$ cat src/rtl/core/jsss_pkg.sv
// jsss_pkg: shared types and constants of the joint step settle supervisor
// no dependencies
`timescale 1ns / 1ps
`default_nettype none

package jsss_pkg;

    // configuration register widths and indexes
    localparam int RANGE_W = 22;
    localparam int TOL_W   = 16;
    localparam int VEL_W   = 21;
    localparam int CFG_IDX_W = 3;

    localparam logic [CFG_IDX_W-1:0] CFG_POS_TOL    = 3'd0;
    localparam logic [CFG_IDX_W-1:0] CFG_VEL_TOL    = 3'd1;
    localparam logic [CFG_IDX_W-1:0] CFG_SETTLE     = 3'd2;
    localparam logic [CFG_IDX_W-1:0] CFG_BLDC_RANGE = 3'd3;
    localparam logic [CFG_IDX_W-1:0] CFG_DXL_RANGE  = 3'd4;

    // input commands
    localparam logic [1:0] CMD_START  = 2'd0;
    localparam logic [1:0] CMD_SAMPLE = 2'd1;
    localparam logic [1:0] CMD_TICK   = 2'd2;
    localparam logic [1:0] CMD_UNUSED = 2'd3;

    // motor kinds
    localparam logic [1:0] KIND_PLAIN = 2'd0;
    localparam logic [1:0] KIND_BLDC  = 2'd1;
    localparam logic [1:0] KIND_DXL   = 2'd2;
    localparam logic [1:0] KIND_OTHER = 2'd3;

    // result kinds
    localparam logic [1:0] RK_BLDC_CMD = 2'd0;
    localparam logic [1:0] RK_DXL_CMD  = 2'd1;
    localparam logic [1:0] RK_SUCCESS  = 2'd2;
    localparam logic [1:0] RK_TIMEOUT  = 2'd3;

    // electrical phase span of a bldc joint, hundredths of a degree
    localparam logic [RANGE_W-1:0] PHASE_SPAN = 22'd72000;

    localparam logic [TOL_W-1:0] CNT_MAX = 16'hFFFF;

    typedef enum logic [2:0] {
        ST_IDLE,
        ST_DIV,
        ST_POST,
        ST_NOM,
        ST_RAW,
        ST_FIN,
        ST_OUT
    } state_t;

    typedef enum logic [1:0] {
        OP_TGT,
        OP_CUR,
        OP_ERR
    } op_t;

    // offset of raw target candidate k, k = idx - 2
    function automatic logic signed [19:0] cand_offset(input logic [2:0] idx);
        logic signed [19:0] off;
        case (idx)
            3'd0:    off = -20'sd144000;
            3'd1:    off = -20'sd72000;
            3'd2:    off = 20'sd0;
            3'd3:    off = 20'sd72000;
            default: off = 20'sd144000;
        endcase
        return off;
    endfunction

endpackage

`default_nettype wire

$ cat src/rtl/core/joint_step_settle_supervisor.sv
// joint_step_settle_supervisor: top level, step supervision with a shared
// bit-serial remainder unit; depends on jsss_pkg
`timescale 1ns / 1ps
`default_nettype none

// timing: start and sample items are taken while idle, and a dxl start then shows its command
// item; a tick holds s_ready low through two remainder runs and the raw target search on a bldc
// step, three remainder runs otherwise, and while its results wait on m_ready
// throughput: one item at a time; results leave from an output register, up to two per tick
// reset: synchronous active-low aresetn clears control state, both joint stores
// and loads the configuration defaults

module joint_step_settle_supervisor #(
    parameter int NUM_MOTORS = 4,
    parameter int ANGLE_BITS = 24
) (
    input  wire                              aclk,
    input  wire                              aresetn,
    // configuration write port
    input  wire                              cfg_we,
    input  wire [jsss_pkg::CFG_IDX_W-1:0]    cfg_index,
    input  wire [jsss_pkg::RANGE_W-1:0]      cfg_wdata,
    // input item channel
    input  wire                              s_valid,
    output logic                             s_ready,
    input  wire [1:0]                        s_command,
    input  wire [3:0]                        s_motor_number,
    input  wire [1:0]                        s_motor_kind,
    input  wire signed [ANGLE_BITS-1:0]      s_target_angle,
    input  wire [15:0]                       s_timeout_ticks,
    input  wire signed [ANGLE_BITS-1:0]      s_sample_angle,
    input  wire signed [jsss_pkg::VEL_W-1:0] s_sample_velocity,
    // result item channel
    output logic                             m_valid,
    input  wire                              m_ready,
    output logic [1:0]                       m_result_kind,
    output logic [3:0]                       m_result_motor,
    output logic signed [ANGLE_BITS-1:0]     m_result_angle,
    output logic                             m_last_of_run
);

    localparam int DW = jsss_pkg::RANGE_W;
    localparam int TW = jsss_pkg::TOL_W;
    localparam int VW = jsss_pkg::VEL_W;
    // dividend width: holds any angle and any difference of wrapped values
    localparam int WA = ((ANGLE_BITS > DW) ? ANGLE_BITS : DW) + 2;
    // raw target candidate width
    localparam int WR = WA + 2;
    localparam int CW = $clog2(WA + 1);
    localparam int MI = (NUM_MOTORS > 1) ? $clog2(NUM_MOTORS) : 1;

    // configuration
    logic [TW-1:0] pos_tol_reg, pos_tol_next;
    logic [TW-1:0] vel_tol_reg, vel_tol_next;
    logic [TW-1:0] settle_ticks_reg, settle_ticks_next;
    logic [DW-1:0] bldc_range_reg, bldc_range_next;
    logic [DW-1:0] dxl_range_reg, dxl_range_next;

    // step state
    logic                         armed_reg, armed_next;
    logic [3:0]                   motor_reg, motor_next;
    logic [1:0]                   kind_reg, kind_next;
    logic signed [ANGLE_BITS-1:0] target_reg, target_next;
    logic [TW-1:0]                timeout_reg, timeout_next;
    logic [TW-1:0]                elapsed_reg, elapsed_next;
    logic                         settling_reg, settling_next;
    logic [TW-1:0]                settle_cnt_reg, settle_cnt_next;

    // joint stores
    logic signed [ANGLE_BITS-1:0] angle_store_reg [NUM_MOTORS];
    logic signed [VW-1:0]         vel_store_reg   [NUM_MOTORS];
    logic                         store_we;
    logic [MI-1:0]                store_idx;

    // sequencer and remainder unit
    jsss_pkg::state_t state_reg, state_next;
    jsss_pkg::op_t    op_reg, op_next;
    logic [CW-1:0]    cnt_reg, cnt_next;
    logic [WA-1:0]    dvd_reg, dvd_next;
    logic [DW-1:0]    rem_reg, rem_next;
    logic             neg_reg, neg_next;

    // tick working values
    logic signed [ANGLE_BITS-1:0] cur_reg, cur_next;
    logic signed [VW-1:0]         vel_reg, vel_next;
    logic [DW-1:0]                tgt_mod_reg, tgt_mod_next;
    logic signed [DW+1:0]         err_reg, err_next;
    logic signed [WR-1:0]         nominal_reg, nominal_next;
    logic [2:0]                   kidx_reg, kidx_next;
    logic                         found_reg, found_next;
    logic signed [WR-1:0]         best_reg, best_next;
    logic [WR-1:0]                bestd_reg, bestd_next;

    // output register and second pending result
    logic                         m_valid_reg, m_valid_next;
    logic [1:0]                   m_kind_reg, m_kind_next;
    logic signed [ANGLE_BITS-1:0] m_angle_reg, m_angle_next;
    logic                         m_last_reg, m_last_next;
    logic                         pend_valid_reg, pend_valid_next;
    logic [1:0]                   pend_kind_reg, pend_kind_next;

    // wrap span of the current remainder: phase span for bldc, else the
    // configured range, with zero acting as one
    logic [DW-1:0] span_eff;
    logic [DW-1:0] wrap_sel;
    logic          is_bldc;
    logic          active_ok;
    logic [3:0]    active_m1;
    logic [3:0]    sample_m1;
    logic          sample_ok;

    assign is_bldc   = (kind_reg == jsss_pkg::KIND_BLDC);
    assign wrap_sel  = (motor_reg == 4'd1 || motor_reg == 4'd2) ? bldc_range_reg : dxl_range_reg;
    assign span_eff  = is_bldc ? jsss_pkg::PHASE_SPAN
                               : ((wrap_sel == '0) ? DW'(1) : wrap_sel);
    assign active_ok = (motor_reg >= 4'd1) && (motor_reg <= 4'(NUM_MOTORS));
    assign active_m1 = motor_reg - 4'd1;
    assign sample_ok = (s_motor_number >= 4'd1) && (s_motor_number <= 4'(NUM_MOTORS));
    assign sample_m1 = s_motor_number - 4'd1;

    assign s_ready        = (state_reg == jsss_pkg::ST_IDLE);
    assign m_valid        = m_valid_reg;
    assign m_result_kind  = m_kind_reg;
    assign m_result_motor = motor_reg;
    assign m_result_angle = m_angle_reg;
    assign m_last_of_run  = m_last_reg;

    // restoring remainder step, one dividend bit a cycle
    logic [DW:0]   rem_shift;
    logic          rem_ge;
    logic [DW-1:0] rem_step;

    assign rem_shift = {rem_reg, dvd_reg[WA-1]};
    assign rem_ge    = (rem_shift >= {1'b0, span_eff});
    assign rem_step  = rem_ge ? DW'(rem_shift - {1'b0, span_eff}) : rem_shift[DW-1:0];

    // remainder post processing: truncating signed result, nonnegative
    // modulo and fold into half a span either side
    logic signed [DW:0]   rem_signed;
    logic [DW-1:0]        rem_pos;
    logic signed [DW+1:0] fold_e;
    logic signed [DW+2:0] fold_e2;
    logic signed [DW+2:0] fold_sp;
    logic signed [DW+1:0] fold_res;

    always_comb begin
        rem_signed = neg_reg ? -$signed({1'b0, rem_reg}) : $signed({1'b0, rem_reg});
        rem_pos    = (neg_reg && rem_reg != '0) ? DW'(span_eff - rem_reg) : rem_reg;
        fold_e     = {rem_signed[DW], rem_signed};
        fold_e2    = {fold_e, 1'b0};
        fold_sp    = $signed({3'b000, span_eff});
        if (fold_e2 > fold_sp) begin
            fold_res = fold_e - $signed({2'b00, span_eff});
        end else if (fold_e2 < -fold_sp) begin
            fold_res = fold_e + $signed({2'b00, span_eff});
        end else begin
            fold_res = fold_e;
        end
    end

    // raw target candidate search, one candidate a cycle
    logic signed [WR-1:0] cand;
    logic signed [WR:0]   cand2;
    logic signed [WR:0]   range_s;
    logic                 cand_fits;
    logic signed [WR-1:0] cand_diff;
    logic [WR-1:0]        cand_dist;
    logic signed [WR-1:0] cur_wr;

    always_comb begin
        cur_wr    = WR'(cur_reg);
        cand      = nominal_reg + WR'(jsss_pkg::cand_offset(kidx_reg));
        cand2     = {cand, 1'b0};
        range_s   = $signed({{(WR + 1 - DW){1'b0}}, bldc_range_reg});
        cand_fits = !(cand2 < -range_s) && !(cand2 > range_s);
        cand_diff = cand - cur_wr;
        cand_dist = cand_diff[WR-1] ? WR'(-cand_diff) : cand_diff;
    end

    // tolerance checks and the raw target chosen
    logic [DW+1:0]        err_mag;
    logic [VW-1:0]        vel_mag;
    logic                 good;
    logic [TW-1:0]        settle_inc;
    logic                 success;
    logic                 timed_out;
    logic [DW-1:0]        half_range;
    logic signed [WR-1:0] raw_sel;

    always_comb begin
        err_mag    = err_reg[DW+1] ? (DW+2)'(-err_reg) : err_reg;
        vel_mag    = vel_reg[VW-1] ? VW'(-vel_reg) : vel_reg;
        good       = (err_mag <= (DW+2)'(pos_tol_reg)) && (vel_mag <= VW'(vel_tol_reg));
        settle_inc = (settle_cnt_reg == jsss_pkg::CNT_MAX) ? settle_cnt_reg
                                                           : settle_cnt_reg + 16'd1;
        success    = good && settling_reg && (settle_inc >= settle_ticks_reg);
        timed_out  = !success && (elapsed_reg >= timeout_reg);
        half_range = bldc_range_reg >> 1;
        if (found_reg) begin
            raw_sel = best_reg;
        end else if (nominal_reg < 0) begin
            raw_sel = -$signed({{(WR - DW){1'b0}}, half_range});
        end else begin
            raw_sel = $signed({{(WR - DW){1'b0}}, half_range});
        end
    end

    // state register
    always_ff @(posedge aclk) begin
        if (!aresetn) begin
            state_reg <= jsss_pkg::ST_IDLE;
        end else begin
            state_reg <= state_next;
        end
    end

    // next state and datapath
    always_comb begin
        logic                 div_start;
        logic signed [WA-1:0] div_a;

        div_start = 1'b0;
        div_a     = '0;
        store_we  = 1'b0;
        store_idx = sample_m1[MI-1:0];

        state_next        = state_reg;
        pos_tol_next      = pos_tol_reg;
        vel_tol_next      = vel_tol_reg;
        settle_ticks_next = settle_ticks_reg;
        bldc_range_next   = bldc_range_reg;
        dxl_range_next    = dxl_range_reg;
        armed_next        = armed_reg;
        motor_next        = motor_reg;
        kind_next         = kind_reg;
        target_next       = target_reg;
        timeout_next      = timeout_reg;
        elapsed_next      = elapsed_reg;
        settling_next     = settling_reg;
        settle_cnt_next   = settle_cnt_reg;
        op_next           = op_reg;
        cnt_next          = cnt_reg;
        dvd_next          = dvd_reg;
        rem_next          = rem_reg;
        neg_next          = neg_reg;
        cur_next          = cur_reg;
        vel_next          = vel_reg;
        tgt_mod_next      = tgt_mod_reg;
        err_next          = err_reg;
        nominal_next      = nominal_reg;
        kidx_next         = kidx_reg;
        found_next        = found_reg;
        best_next         = best_reg;
        bestd_next        = bestd_reg;
        m_valid_next      = m_valid_reg;
        m_kind_next       = m_kind_reg;
        m_angle_next      = m_angle_reg;
        m_last_next       = m_last_reg;
        pend_valid_next   = pend_valid_reg;
        pend_kind_next    = pend_kind_reg;

        // configuration writes, applied at once
        if (cfg_we) begin
            case (cfg_index)
                jsss_pkg::CFG_POS_TOL:    pos_tol_next      = cfg_wdata[TW-1:0];
                jsss_pkg::CFG_VEL_TOL:    vel_tol_next      = cfg_wdata[TW-1:0];
                jsss_pkg::CFG_SETTLE:     settle_ticks_next = cfg_wdata[TW-1:0];
                jsss_pkg::CFG_BLDC_RANGE: bldc_range_next   = cfg_wdata;
                jsss_pkg::CFG_DXL_RANGE:  dxl_range_next    = cfg_wdata;
                default: ;
            endcase
        end

        case (state_reg)
            jsss_pkg::ST_IDLE: begin
                if (s_valid) begin
                    case (s_command)
                        jsss_pkg::CMD_START: begin
                            // arm a new step, replacing any armed one
                            motor_next      = s_motor_number;
                            kind_next       = s_motor_kind;
                            target_next     = s_target_angle;
                            timeout_next    = s_timeout_ticks;
                            elapsed_next    = '0;
                            settling_next   = 1'b0;
                            settle_cnt_next = '0;
                            armed_next      = 1'b1;
                            if (s_motor_kind == jsss_pkg::KIND_DXL) begin
                                m_valid_next = 1'b1;
                                m_kind_next  = jsss_pkg::RK_DXL_CMD;
                                m_angle_next = s_target_angle;
                                m_last_next  = 1'b1;
                                state_next   = jsss_pkg::ST_OUT;
                            end
                        end
                        jsss_pkg::CMD_SAMPLE: begin
                            store_we = sample_ok;
                        end
                        jsss_pkg::CMD_TICK: begin
                            if (armed_reg) begin
                                if (elapsed_reg != jsss_pkg::CNT_MAX) begin
                                    elapsed_next = elapsed_reg + 16'd1;
                                end
                                // snapshot the active joint; invalid motors read zero
                                cur_next = active_ok ? angle_store_reg[active_m1[MI-1:0]] : '0;
                                vel_next = active_ok ? vel_store_reg[active_m1[MI-1:0]] : '0;
                                div_start = 1'b1;
                                if (is_bldc) begin
                                    op_next = jsss_pkg::OP_CUR;
                                    div_a   = WA'(cur_next);
                                end else begin
                                    op_next = jsss_pkg::OP_TGT;
                                    div_a   = WA'(target_reg);
                                end
                            end
                        end
                        default: ;
                    endcase
                end
            end

            jsss_pkg::ST_DIV: begin
                dvd_next = dvd_reg << 1;
                rem_next = rem_step;
                cnt_next = cnt_reg - CW'(1);
                if (cnt_reg == CW'(1)) begin
                    state_next = jsss_pkg::ST_POST;
                end
            end

            jsss_pkg::ST_POST: begin
                case (op_reg)
                    jsss_pkg::OP_TGT: begin
                        tgt_mod_next = rem_pos;
                        op_next      = jsss_pkg::OP_CUR;
                        div_start    = 1'b1;
                        div_a        = WA'(cur_reg);
                    end
                    jsss_pkg::OP_CUR: begin
                        // phase error for bldc, wrapped difference otherwise
                        op_next   = jsss_pkg::OP_ERR;
                        div_start = 1'b1;
                        if (is_bldc) begin
                            div_a = WA'(target_reg) - $signed({{(WA - DW){1'b0}}, rem_pos});
                        end else begin
                            div_a = $signed({{(WA - DW){1'b0}}, tgt_mod_reg})
                                  - $signed({{(WA - DW){1'b0}}, rem_pos});
                        end
                    end
                    jsss_pkg::OP_ERR: begin
                        err_next   = fold_res;
                        state_next = is_bldc ? jsss_pkg::ST_NOM : jsss_pkg::ST_FIN;
                    end
                    default: begin
                        state_next = jsss_pkg::ST_IDLE;
                    end
                endcase
            end

            jsss_pkg::ST_NOM: begin
                nominal_next = WR'(cur_reg) + WR'(err_reg);
                kidx_next    = '0;
                found_next   = 1'b0;
                state_next   = jsss_pkg::ST_RAW;
            end

            jsss_pkg::ST_RAW: begin
                // strict compare keeps the lower k on a tie
                if (cand_fits && (!found_reg || cand_dist < bestd_reg)) begin
                    found_next = 1'b1;
                    best_next  = cand;
                    bestd_next = cand_dist;
                end
                kidx_next = kidx_reg + 3'd1;
                if (kidx_reg == 3'd4) begin
                    state_next = jsss_pkg::ST_FIN;
                end
            end

            jsss_pkg::ST_FIN: begin
                if (good) begin
                    settling_next   = 1'b1;
                    settle_cnt_next = settling_reg ? settle_inc : '0;
                end else begin
                    settling_next = 1'b0;
                end
                if (success || timed_out) begin
                    armed_next = 1'b0;
                end
                if (is_bldc) begin
                    m_valid_next    = 1'b1;
                    m_kind_next     = jsss_pkg::RK_BLDC_CMD;
                    m_angle_next    = raw_sel[ANGLE_BITS-1:0];
                    m_last_next     = !(success || timed_out);
                    pend_valid_next = success || timed_out;
                    pend_kind_next  = success ? jsss_pkg::RK_SUCCESS : jsss_pkg::RK_TIMEOUT;
                    state_next      = jsss_pkg::ST_OUT;
                end else if (success || timed_out) begin
                    m_valid_next = 1'b1;
                    m_kind_next  = success ? jsss_pkg::RK_SUCCESS : jsss_pkg::RK_TIMEOUT;
                    m_angle_next = cur_reg;
                    m_last_next  = 1'b1;
                    state_next   = jsss_pkg::ST_OUT;
                end else begin
                    state_next = jsss_pkg::ST_IDLE;
                end
            end

            jsss_pkg::ST_OUT: begin
                if (m_ready) begin
                    if (pend_valid_reg) begin
                        // status item follows the bldc command
                        m_kind_next     = pend_kind_reg;
                        m_angle_next    = cur_reg;
                        m_last_next     = 1'b1;
                        pend_valid_next = 1'b0;
                    end else begin
                        m_valid_next = 1'b0;
                        state_next   = jsss_pkg::ST_IDLE;
                    end
                end
            end

            default: begin
                state_next = jsss_pkg::ST_IDLE;
            end
        endcase

        // load the remainder unit with |dividend|
        if (div_start) begin
            neg_next   = div_a[WA-1];
            dvd_next   = div_a[WA-1] ? WA'(-div_a) : div_a;
            rem_next   = '0;
            cnt_next   = CW'(WA);
            state_next = jsss_pkg::ST_DIV;
        end
    end

    // control and configuration registers
    always_ff @(posedge aclk) begin
        if (!aresetn) begin
            pos_tol_reg      <= 16'd100;
            vel_tol_reg      <= 16'd20;
            settle_ticks_reg <= 16'd10;
            bldc_range_reg   <= 22'd142322;
            dxl_range_reg    <= 22'd108000;
            armed_reg        <= 1'b0;
            motor_reg        <= '0;
            kind_reg         <= '0;
            target_reg       <= '0;
            timeout_reg      <= '0;
            elapsed_reg      <= '0;
            settling_reg     <= 1'b0;
            settle_cnt_reg   <= '0;
            op_reg           <= jsss_pkg::OP_TGT;
            cnt_reg          <= '0;
            m_valid_reg      <= 1'b0;
            pend_valid_reg   <= 1'b0;
        end else begin
            pos_tol_reg      <= pos_tol_next;
            vel_tol_reg      <= vel_tol_next;
            settle_ticks_reg <= settle_ticks_next;
            bldc_range_reg   <= bldc_range_next;
            dxl_range_reg    <= dxl_range_next;
            armed_reg        <= armed_next;
            motor_reg        <= motor_next;
            kind_reg         <= kind_next;
            target_reg       <= target_next;
            timeout_reg      <= timeout_next;
            elapsed_reg      <= elapsed_next;
            settling_reg     <= settling_next;
            settle_cnt_reg   <= settle_cnt_next;
            op_reg           <= op_next;
            cnt_reg          <= cnt_next;
            m_valid_reg      <= m_valid_next;
            pend_valid_reg   <= pend_valid_next;
        end
    end

    // payload registers
    always_ff @(posedge aclk) begin
        dvd_reg       <= dvd_next;
        rem_reg       <= rem_next;
        neg_reg       <= neg_next;
        cur_reg       <= cur_next;
        vel_reg       <= vel_next;
        tgt_mod_reg   <= tgt_mod_next;
        err_reg       <= err_next;
        nominal_reg   <= nominal_next;
        kidx_reg      <= kidx_next;
        found_reg     <= found_next;
        best_reg      <= best_next;
        bestd_reg     <= bestd_next;
        m_kind_reg    <= m_kind_next;
        m_angle_reg   <= m_angle_next;
        m_last_reg    <= m_last_next;
        pend_kind_reg <= pend_kind_next;
    end

    // joint stores, cleared by reset
    always_ff @(posedge aclk) begin
        if (!aresetn) begin
            for (int i = 0; i < NUM_MOTORS; i++) begin
                angle_store_reg[i] <= '0;
                vel_store_reg[i]   <= '0;
            end
        end else if (store_we) begin
            angle_store_reg[store_idx] <= s_sample_angle;
            vel_store_reg[store_idx]   <= s_sample_velocity;
        end
    end

    // a result is only ever shown from the output state
    assert property (@(posedge aclk) disable iff (!aresetn)
        m_valid |-> (state_reg == jsss_pkg::ST_OUT))
        else $error("result valid outside output state");

    // a dxl start gives its command item in the next cycle
    assert property (@(posedge aclk) disable iff (!aresetn)
        (s_valid && s_ready && s_command == jsss_pkg::CMD_START
         && s_motor_kind == jsss_pkg::KIND_DXL)
        |=> (m_valid && m_result_kind == jsss_pkg::RK_DXL_CMD && m_last_of_run))
        else $error("dxl start gave no command item");

    // a pending status item always sits behind a non-final bldc command
    assert property (@(posedge aclk) disable iff (!aresetn)
        pend_valid_reg |-> (m_valid_reg && !m_last_reg
                            && m_kind_reg == jsss_pkg::RK_BLDC_CMD))
        else $error("pending status without bldc command");

    // the raw target search runs only for bldc steps
    assert property (@(posedge aclk) disable iff (!aresetn)
        (state_reg == jsss_pkg::ST_RAW || state_reg == jsss_pkg::ST_NOM) |-> is_bldc)
        else $error("raw target search on non-bldc step");

endmodule

`default_nettype wire

$ cat config.mk
export PLATFORM = sky130hd
export DESIGN_NAME = joint_step_settle_supervisor
export DESIGN_NICKNAME = d
export VERILOG_FILES = /design/src/rtl/core/jsss_pkg.sv /design/src/rtl/core/joint_step_settle_supervisor.sv
export SDC_FILE = /design/constraint.sdc
export NUM_CORES = 2
export LEC_CHECK = 0
export CORE_MARGIN = 1
export CORE_UTILIZATION = 65
export CTS_BUF_LIST = sky130_fd_sc_hd__clkbuf_8 sky130_fd_sc_hd__clkbuf_16
export CTS_CLUSTER_SIZE = 10
export DETAILED_ROUTE_END_ITERATION = 16
export DONT_BUFFER_PORTS = 1
export HOLD_SLACK_MARGIN = 0.15
export PLACE_DENSITY = 0.79
export SLEW_MARGIN = 20
export SYNTH_ARGS = -nofsm -noshare
export SYNTH_HDL_FRONTEND = slang
export SYNTH_SLANG_ARGS = --single-unit
$ cat constraint.sdc
create_clock -name aclk -period 17.1 [get_ports aclk]
set_input_delay 0 -clock aclk [delete_from_list [all_inputs] [get_ports aclk]]
set_output_delay 0 -clock aclk [all_outputs]
set_load 0.02 [all_outputs]
==> metrics.txt <==
share of cells above drive strength 1 0.0540; die area 67500 sq um; final setup margin 6340 ps; Initial DRT Pass Iterations 7; max reg flops 96; routed vias/inst 6.47; Post-DP Area 44000 sq um; Place WS 6480 ps; RSZ-0062 raised after global routing false; critical path capture point type flop; NumNets Final 5460; post-layout util 0.743; routed wire length per instance 23.6 um; Clock Tree Root clkbuf_16; num rows 94; Int Pwr 4.26 mW; DRC viols 0; Placed Cells 5481; ys async rst share 0; Worst EP arrival 11120 ps; crit share post-route 0.629; Setup violations, final 0; Layout Cells excl Fill 5869; CTS Sinks 613; antenna violations before repair 12; Fin Clk Skew 60.2 ps; status complete, no violations; Rel. slew slack 0.244; EDFF count, synth 407; Seq/Total Area, Yosys 0.378; Combinational Power Share 0.548; CTS clk-pin slew, worst paths 60 ps; Clock Tree Buf Depth 3; synth warn 0; Sw Ratio 0.442; first-pass GRT wire length 210 mm; grt met2 use 0.630; Num CTS Buffers 74; Clock Power Share 0.195; postcts setup bufs 0; post-route cell area 48800 sq um; Top Ports 156; Hold Fails Final Rpt 0; largest net degree at the start of global routing 88; Seq cells post-synth 613; max incr delay on CP 620 ps; top fanout value on the critical path 53; post-cts sizing count 0; Setup crit start kind flop; critical path's most frequent cell o21a_1; GPL Wtd Cong 1.01; Final TNS setup 0 ps; Lkg Pwr 19.2 nW; Clock Latency Late Sink 670 ps; CORE AREA 65700 sq um; ANT nets after route 0; GRT overflow 0; min Tclk post-route 10760 ps; vias in the first global route 36300; hold_ws 146 ps; post-DP HPWL 95.6 mm; Pins Over Slew Limit 0; final wirelength 139 mm; number of max-cap violations 0; H-tree levels 3; Sw Pwr 3.38 mW; Flop pwr share 0.257; area grow syn2layout 13.0%; Max VDD drop 127 uV; Detailed Route Iter0 Violations 4615; DIE WIDTH 260 um; # port buffers 0; worst slew pin tran 1120 ps; data required time of the worst path 17450 ps; Synth Area per Inst 9.06 sq um; vias 38000; Final Total Pwr 7.63 mW; CTS tree built; ys flop type edfxtp_1; fmax 0.0929 GHz; type of the worst min-delay path in2reg; path type of the worst setup path reg2reg; met1 Use GR 0.525; P per Cell Area 156 nW/um^2; GR peak layer met2; met3 usage 0.0867; synthesized area 43200 sq um; total global-route track usage 0.406; Crit-path slowest cell o22ai_1; DIE HEIGHT 260 um; Synth cell types 91; Initial Utilization 0.657; Post-Syn Instances 4766
==> cell usage after synthesis (69+ instances only) <==
master	count	area, sq um
dfxtp_1	206	4120
nand3_1	90	450
and2_1	208	1300
edfxtp_1	407	12200
a21o_1	93	698
nor2b_1	103	644
nand2_1	537	2020
xnor2_1	206	1800
nor2_1	332	1250
xor2_1	69	604
nor3_1	82	410
o21ai_0	223	1120
clkbuf_1	171	642
a21oi_1	376	1880
inv_1	323	1210
ha_1	388	4850
==> power groups by stage <==
stage | Sequential, mW | Combinational [mW] | Clock [mW]
final | 1.96 | 4.18 | 1.49
after detailed placement | 1.98 | 3.98 | 0
after CTS | 1.95 | 4.07 | 1.49
after global placement | 1.98 | 3.91 | 0
after floorplan | 1.93 | 3.05 | 0
after global routing | 1.97 | 4.57 | 1.55
==> layout by cell type, fill, tap and decap left out, drive strengths merged, types with 47 or more instances in the layout <==
cell type	netlist	final
nand3	90	90
mux2i	59	59
clkbuf	171	81
o31ai	47	47
nand2b	64	64
buf	27	48
a21o	93	93
nor2	333	333
dfxtp	206	206
a21oi	376	376
nand2	537	537
nor3	84	84
nand4	48	48
dlygate4sd3	0	245
edfxtp	407	407
nor2b	103	103
o21a	66	66
ha	388	388
o21ai	226	226
xnor2	206	206
inv	325	367
xor2	69	69
and2	210	210
==> cell type report <==
class | count | area (sq um)
Multi-Input combinational cell | 3628 | 25000
Fill cell | 4636 | 16900
Sequential cell | 613 | 16300
Timing Repair Buffer | 293 | 2830
Clock buffer | 81 | 1960
Inverter | 329 | 1240
Tap cell | 864 | 1080
Clock inverter | 52 | 337
Antenna cell | 9 | 22.5
==> worst paths after layout <==
kind / from / end / slack [ps] / cells after the start
setup reg to reg: kidx_reg[0]$_SDFFCE_PN0P_ / found_reg$_DFFE_PP_ / 6340 / 45
hold / removal: s_motor_number[0] / angle_store_reg[1][17]$_SDFFCE_PN0P_ / 150 / 4
hold reg to reg: pos_tol_reg[9]$_SDFFE_PN0P_ / pos_tol_reg[9]$_SDFFE_PN0P_ / 460 / 2
setup / recovery: kidx_reg[0]$_SDFFCE_PN0P_ / found_reg$_DFFE_PP_ / 6340 / 45
==> metal layers <==
metal / routed length (um) / vias up
met1: 53100 / 17800
li1: - / 17500
met5: 13 / -
met2: 61400 / 2194
met3: 15100 / 506
met4: 8950 / 2
==> logic make-up (layout without fill, tap and decap cells) <==
logic type | Yosys count | in the layout | synth area share
and+or+nand+nor | 1660 | 1660 | 0.188
AOI/OAI and AO/OA | 1172 | 1172 | 0.173
DFF | 613 | 613 | 0.378
buffers and inverters | 527 | 755 | 0.0463
adders and majority gates | 411 | 411 | 0.120
xor gates and xnor gates | 275 | 275 | 0.0558
muxes | 107 | 107 | 0.0379
other | 1 | 12 | 0.0000868
==> worst max-delay path, delay by kind of cell (launching register included) <==
kind,cells,cell delay [ps]
AO/OA/AOI/OAI,33,6980
adder cells (fa/ha/maj),5,1540
buffers and inverters,2,710
flip-flops,1,440
AND/OR/NAND/NOR,5,810
==> what timing repair did <==
| action | 4_1_cts | 5_1_grt |
|---|---|---|
| endpoints found under the hold margin | 581 | 0 |
| setup endpoints to repair | 0 | 0 |
| hold buffers | 246 | 0 |
Power figures use the tool's default switching activity.
